==> src/binary_search_last_occurrence_assert.svh <==
// Assertion macros shared by the search block modules.
`ifndef BINARY_SEARCH_LAST_OCCURRENCE_ASSERT_SVH
`define BINARY_SEARCH_LAST_OCCURRENCE_ASSERT_SVH

// Same-cycle implication, checked out of reset.
`define BSL_ASSERT_NOW(label, clk, rst_n, ante, cons) \
    label: assert property (@(posedge clk) disable iff (!rst_n) (ante) |-> (cons)) \
        else $error("bsl assertion failed");

// Next-cycle implication, checked out of reset.
`define BSL_ASSERT_NEXT(label, clk, rst_n, ante, cons) \
    label: assert property (@(posedge clk) disable iff (!rst_n) (ante) |=> (cons)) \
        else $error("bsl assertion failed");

`endif

==> src/bsl_pkg.sv <==
// Constants and types shared by the last-occurrence search block.
package bsl_pkg;

    // Table geometry.
    localparam int TABLE_DEPTH = 1024;
    localparam int IDX_W       = $clog2(TABLE_DEPTH);
    localparam int CNT_W       = IDX_W + 1;
    localparam int DATA_W      = 32;
    localparam int OP_W        = 2;

    // Operation codes.
    localparam logic [OP_W-1:0] OP_CLEAR  = 2'd0;
    localparam logic [OP_W-1:0] OP_APPEND = 2'd1;
    localparam logic [OP_W-1:0] OP_SEARCH = 2'd2;

    localparam logic [CNT_W-1:0] COUNT_FULL = CNT_W'(TABLE_DEPTH);

    // Table write port.
    typedef struct packed {
        logic              en;
        logic [IDX_W-1:0]  addr;
        logic [DATA_W-1:0] data;
    } tbl_wr_t;

    // Table read port.
    typedef struct packed {
        logic             en;
        logic [IDX_W-1:0] addr;
    } tbl_rd_t;

    // Search launch from the command side.
    typedef struct packed {
        logic                     start;
        logic [CNT_W-1:0]         count;
        logic signed [DATA_W-1:0] key;
    } srch_cmd_t;

    // Search engine status and result.
    typedef struct packed {
        logic             idle;
        logic             done;
        logic             found;
        logic [IDX_W-1:0] index;
    } srch_sts_t;

endpackage

==> src/bsl_engine.sv <==
// Binary search sequencer: probes the table and keeps the last match.
`include "binary_search_last_occurrence_assert.svh"

module bsl_engine
    import bsl_pkg::*;
(
    input  logic              clk,
    input  logic              rst_n,
    input  srch_cmd_t         cmd,
    input  logic              take,
    input  logic [DATA_W-1:0] rdata,
    output tbl_rd_t           rd,
    output srch_sts_t         sts
);

    typedef enum logic [3:0] {
        S_IDLE = 4'b0001,
        S_READ = 4'b0010,
        S_CMP  = 4'b0100,
        S_DONE = 4'b1000
    } state_t;

    state_t                   state_reg, state_next;
    logic [CNT_W-1:0]         lo_reg, lo_next;
    logic [CNT_W-1:0]         end_reg, end_next;
    logic [CNT_W-1:0]         cnt_reg, cnt_next;
    logic [IDX_W-1:0]         mid_reg, mid_next;
    logic [IDX_W-1:0]         where_reg, where_next;
    logic                     hit_reg, hit_next;
    logic signed [DATA_W-1:0] key_reg, key_next;

    logic [CNT_W-1:0]         span;
    logic [CNT_W-1:0]         mid_full;
    logic [CNT_W-1:0]         mid_plus;
    logic signed [DATA_W-1:0] probe;

    // Midpoint of the open window [lo, end): lo + (end - 1 - lo) / 2.
    assign span     = end_reg - lo_reg - CNT_W'(1);
    assign mid_full = lo_reg + (span >> 1);
    assign mid_plus = {1'b0, mid_reg} + CNT_W'(1);
    assign probe    = rdata;

    // Sequencer: each probe passes through a read state and then a compare state.
    always_comb
    begin
        state_next = state_reg;
        lo_next    = lo_reg;
        end_next   = end_reg;
        cnt_next   = cnt_reg;
        mid_next   = mid_reg;
        where_next = where_reg;
        hit_next   = hit_reg;
        key_next   = key_reg;
        rd.en      = 1'b0;
        rd.addr    = mid_full[IDX_W-1:0];
        case (state_reg)
            S_IDLE:
            begin
                if (cmd.start)
                begin
                    lo_next    = '0;
                    end_next   = cmd.count;
                    cnt_next   = cmd.count;
                    key_next   = cmd.key;
                    hit_next   = 1'b0;
                    where_next = '0;
                    state_next = S_READ;
                end
            end
            S_READ:
            begin
                if (lo_reg < end_reg)
                begin
                    rd.en      = 1'b1;
                    mid_next   = mid_full[IDX_W-1:0];
                    state_next = S_CMP;
                end
                else
                begin
                    state_next = S_DONE;
                end
            end
            S_CMP:
            begin
                if (probe == key_reg)
                begin
                    hit_next   = 1'b1;
                    where_next = mid_reg;
                    lo_next    = mid_plus;
                end
                else if (probe < key_reg)
                begin
                    lo_next = mid_plus;
                end
                else
                begin
                    end_next = {1'b0, mid_reg};
                end
                state_next = S_READ;
            end
            S_DONE:
            begin
                if (take)
                begin
                    state_next = S_IDLE;
                end
            end
            default:
            begin
                state_next = S_IDLE;
            end
        endcase
    end

    // Control state.
    always_ff @(posedge clk or negedge rst_n)
    begin
        if (!rst_n)
        begin
            state_reg <= S_IDLE;
        end
        else
        begin
            state_reg <= state_next;
        end
    end

    // Search window and result.
    always_ff @(posedge clk)
    begin
        lo_reg    <= lo_next;
        end_reg   <= end_next;
        cnt_reg   <= cnt_next;
        mid_reg   <= mid_next;
        where_reg <= where_next;
        hit_reg   <= hit_next;
        key_reg   <= key_next;
    end

    assign sts.idle  = (state_reg == S_IDLE);
    assign sts.done  = (state_reg == S_DONE);
    assign sts.found = hit_reg;
    assign sts.index = hit_reg ? where_reg : '0;

    // The window never inverts and stays inside the filled part.
    `BSL_ASSERT_NOW(a_window_order, clk, rst_n, state_reg == S_READ, (lo_reg <= end_reg) && (end_reg <= cnt_reg))
    // A compare always follows the read that feeds it.
    `BSL_ASSERT_NOW(a_cmp_after_read, clk, rst_n, state_reg == S_CMP, $past(state_reg == S_READ))
    // A recorded match lies inside the filled part of the table.
    `BSL_ASSERT_NOW(a_hit_in_range, clk, rst_n, (state_reg == S_DONE) && hit_reg, {1'b0, where_reg} < cnt_reg)

endmodule

==> config.mk <==
export PLATFORM = sky130hd
export DESIGN_NAME = bsl_engine
export DESIGN_NICKNAME = d
export VERILOG_FILES = /design/src/bsl_pkg.sv /design/src/bsl_engine.sv
export VERILOG_INCLUDE_DIRS = /design/src /design/src/src
export SDC_FILE = /design/constraint.sdc
export NUM_CORES = 1
export LEC_CHECK = 0
export BUFFER_PORTS_ARGS = -buffer_cell sky130_fd_sc_hd__buf_4
export CAP_MARGIN = 30
export CORE_MARGIN = 5
export CORE_UTILIZATION = 45
export CTS_CLUSTER_DIAMETER = 150
export CTS_CLUSTER_SIZE = 24
export DETAILED_ROUTE_END_ITERATION = 8
export PLACE_DENSITY = 0.68
export SYNTH_ARGS = -nofsm -noshare
export SYNTH_HDL_FRONTEND = slang
export SYNTH_SLANG_ARGS = --single-unit
==> constraint.sdc <==
create_clock -name clk -period 7.9 [get_ports clk]
set_input_delay 0.395 -clock clk [delete_from_list [all_inputs] [get_ports clk]]
set_output_delay 0.395 -clock clk [all_outputs]
set_load 0.05 [all_outputs]
### Yosys cells after proc, flatten, opt, wreduce, memory -nomap -nowiden

Index checks and enable logic that the tools add are counted.
W data, S select, Z words.

* add/subtract/negate cells: 4
* $lt $le $gt $ge: 2
* eq/ne operators: 11
* mux-type cells: 21
* reductions and logical operators: 7

Operator list (number)
* $mux W11: 6
* $pmux W11 S2: 2
* $eq A32 B32 Y1: 1
* $lt A32 B32 Y1: 1
* $mux W10: 3
* $pmux W10 S2: 1
* $pmux W4 S4: 1
* $mux W4: 3
* $add A10 B1 Y11 const B: 1
* $lt A11 B11 Y1: 1
* $sub A11 B1 Y11 const B: 1
* $sub A11 B11 Y11: 1
* $add A10 B10 Y10: 1
* $ne A2 B2 Y1 const B: 5
* $reduce_and A2 Y1: 3
* $reduce_and A3 Y1: 2
* $eq A4 B1 Y1 const B: 1
* $eq A4 B2 Y1 const B: 1
* $eq A4 B3 Y1 const B: 1
* $eq A4 B4 Y1 const B: 1
* $mux W1: 4
* $reduce_and A4 Y1: 1
* $ne A3 B3 Y1 const B: 1
* $pmux W1 S2: 1
* $reduce_bool A2 Y1: 1

* register bits: 79
* bits of input ports: 79
* output and inout port bits: 24
* logic and storage cells: 52

### Longest topological paths before layout

* depth in word-level cells: 4
* depth in mapped cells: 14
* gate-level depth less buffers: 14

### Worst setup path before layout

Ideal clock, no wire load.

* kind: register to output
* from: register lo_reg[1]
* to: output port rd[9] (netlist name)
* arrival: 3.402 ns
* required time: 7.505 ns
* path slack: 4.103 ns
* cell stages (with the launch flop): 15
* buffers on the path: 0
* cells stage by stage: edfxtp_1 > inv_1 > ha_1 > and3b_1 > o21a_1 > o21ai_0 > nand2b_1 > a21oi_1 > xnor2_1 > ha_1 > o21ai_0 > nor2_1 > o41ai_2 > o21ai_0 > xnor2_1

RTL lines
* from (decl): RTL line bsl_engine.sv:24 `logic [CNT_W-1:0] lo_reg, lo_next;`
* from (signal assigned): RTL line bsl_engine.sv:131 `lo_reg <= lo_next;`
* to (decl): RTL line bsl_engine.sv:12 `output tbl_rd_t rd,`

==> reports/results.ini <==
[placement]
place_ws_ps = 4220
gp_congestion = 0.814
dp_cells = 667
hpwl_mm = 8.42
port_buffers = 102

[synth]
ys_warn_count = 0
synth_top_family_by_area = adder cells
synth_fa_ha_area_share_pct = 16.5
syn_area_mm2 = 0.00487
synth_top_flop_cell = edfxtp_1
ys_async_sr_fraction_pct = 5.06
synth_compound_area_share_pct = 12.0
yosysSeqAreaShare_pct = 48.3
synthSimpleGateAreaFrac_pct = 13.8
synth_seq_cells = 79
synth-edff-count = 75
syn_area_per_cell_um2 = 11.3
synth_xor_area_share_pct = 3.93
postSynthCellCount = 430
synth.area.mux_share_pct = 0.205
synth_nets = 572
synth_cell_types = 56

[global_route]
grt_pass1_vias = 3585
grt_pass1_wl_mm = 17.2
grtUsageTotal_pct = 17.0
antenna_found_initial = 0
grt_max_degree = 33
overflow = 0

[floorplan]
ioPinCount = 103
die_x_um = 114
die_y_um = 114
dieArea_mm2 = 0.0130
core_area_mm2 = 0.0107
rows = 38
start_util_pct = 45.3

[clock_tree]
cts_buffer_depth = 2
cts_resized = 0
cts_sinks = 79
cts-root-buf = clkbuf_8
cts_tree = done
h-tree-depth = 3
path_clk_slew_ps = 80
clock_latency_ps = 360
cts_inserted_buffers = 9

[pwr]
p_per_area_mw_per_mm2 = 445
vdd_drop_max_mv = 0.585
cellLeakagePower_nw = 2.74

[setup_path]
criticalPathCategory = reg2out
crit_required_ps = 7510
arrival_ps = 3730
crit_path_start_kind = flip-flop
worstPathMaxFanout = 5
critPathCaptureType = primary output

[worst_hold_path]
hold_class = in2reg

[detailed_routing]
via_count = 3509
wirelength_mm = 10.6
avgViaCountPerCell = 5.14
ant_nets = 0
first_pass_iters = 4
wire_per_inst_um = 15.5
drt_iter0_markers = 155
drc = 0

[timing]
finalClockSkew_ps = 5.48
finalSetupViolCount = 0
fin_ws_ps = 3780
drv_slew = 0
final.min_clock_period_ps = 4120
fmax_ghz = 0.243
finalHoldViolCount = 0
setup_tns_ps = 0
rsz0062_at_grt = false
worstMarginPinSlew_ps = 939
post-route-period-util_pct = 52.2
max-slew-margin-rel_pct = 37.4

[final_layout]
layout_common_cells = buf_4, edfxtp_1, ha_1
drive_gt1_share_pct = 25.2
num_antenna_cells = 0
largest_reg_flops = 32
layoutNonFillerInstCount = 683
final_nets = 681
final_common_cell = buf_4
area_delta_synth_final_pct = 23.3

[flow_run]
max_cap_violations = 0

[run_status]
status = complete, no violations

## power breakdown
part | internal [W] | switching (W)
Sequential | 0.000641 | 0.0000671
Clock | 0.000176 | 0.000154
Combinational | 0.000566 | 0.00107
Total | 0.00138 | 0.00129
## worst max-delay path: stages (launching register included)
cell,delay [ps]
edfxtp_1,490
inv_1,80
ha_1,320
and3b_1,190
o21a_1,180
o21ai_0,240
nand2b_1,90
a21oi_1,170
xnor2_1,130
ha_1,270
o21ai_0,80
nor2_1,80
o41ai_2,310
o21ai_0,240
xnor2_1,260
buf_4,240
## synth_stat cells (all sizes together), types with 3 or more instances
master  count  area [um^2]
edfxtp     75         2250
ha         61          763
inv        56          210
nor2       26         97.6
a21oi      24          124
and2       23          144
a21o       20          150
nand2      19         73.8
o21ai      14         73.8
xnor2      13          114
nand3       9         45.0
nand4       8         56.3
xor2        8         77.6
nor2b       6         37.5
buf         5         37.5
nor3        5         35.0
o21a        5         37.5
a211oi      4         30.0
nand2b      4         25.0
or3         4         25.0
dfrtp       3         75.1
nor3b       3         27.5
nor4b       3         26.3
o41ai       3         48.8
## repair_timing
| item | in CTS | in global routing |
|---|---|---|
| hold endpoints to repair | 4 | 0 |
| buffers inserted | 0 | 0 |
| hold buffers | 1 | 0 |
## stage by stage
step | util (%) | area (um^2) | hold slack, ps | total power, W
after global placement | 53.9 | 5790 | 194 | 0.00233
after global routing | 55.9 | 6010 | 170 | 0.00285
after CTS | 55.9 | 6010 | 182 | 0.00270
after floorplan | - | 4870 | 99.4 | 0.00192
after detailed placement | 53.9 | 5790 | 196 | 0.00236
final | 55.9 | 6010 | 207 | 0.00267
## path summary, 6_finish.rpt
kind / startpoint / endpoint / slack [ps] / cells after the start
max: lo_reg[1] / rd[9] / 3780 / 15
min: cmd[0] / key_reg[0] / 210 / 1
max reg2reg: lo_reg[1] / mid_reg[9] / 4570 / 14
min reg2reg: state_reg[1] / state_reg[0] / 610 / 2
max in group asynchronous: rst_n / state_reg[0] / 7350 / 2
min in group asynchronous: rst_n / state_reg[1] / 360 / 2
## routing by layer
| metal | track usage (%) | up-vias | part of all wire [%] |
|---|---|---|---|
| li1 | - | 1753 | - |
| met1 | 20.9 | 1655 | 45 |
| met2 | 28.8 | 81 | 48 |
| met3 | 3.38 | 20 | 4.9 |
| met4 | 8.00 | 0 | 3.0 |
| met5 | 0 | - | 0 |
## cell families after synthesis
kind of cell / count (synthesis)
AND/OR/NAND/NOR: 120
XOR/XNOR: 21
flip-flops: 79
AO/OA/AOI/OAI: 83
multiplexers: 1
adder cells (fa/ha/maj): 63
buffers and inverters: 63
## cell type report
cell class | instances | area [um^2]
fill | 960 | 4740
sequential | 79 | 2350
multi-input combinational | 288 | 2270
timing repair buffer | 105 | 791
inverter | 56 | 210
tap | 140 | 175
clock buffer | 9 | 124
clock inverter | 6 | 86.3
Power figures use the tool's default switching activity.
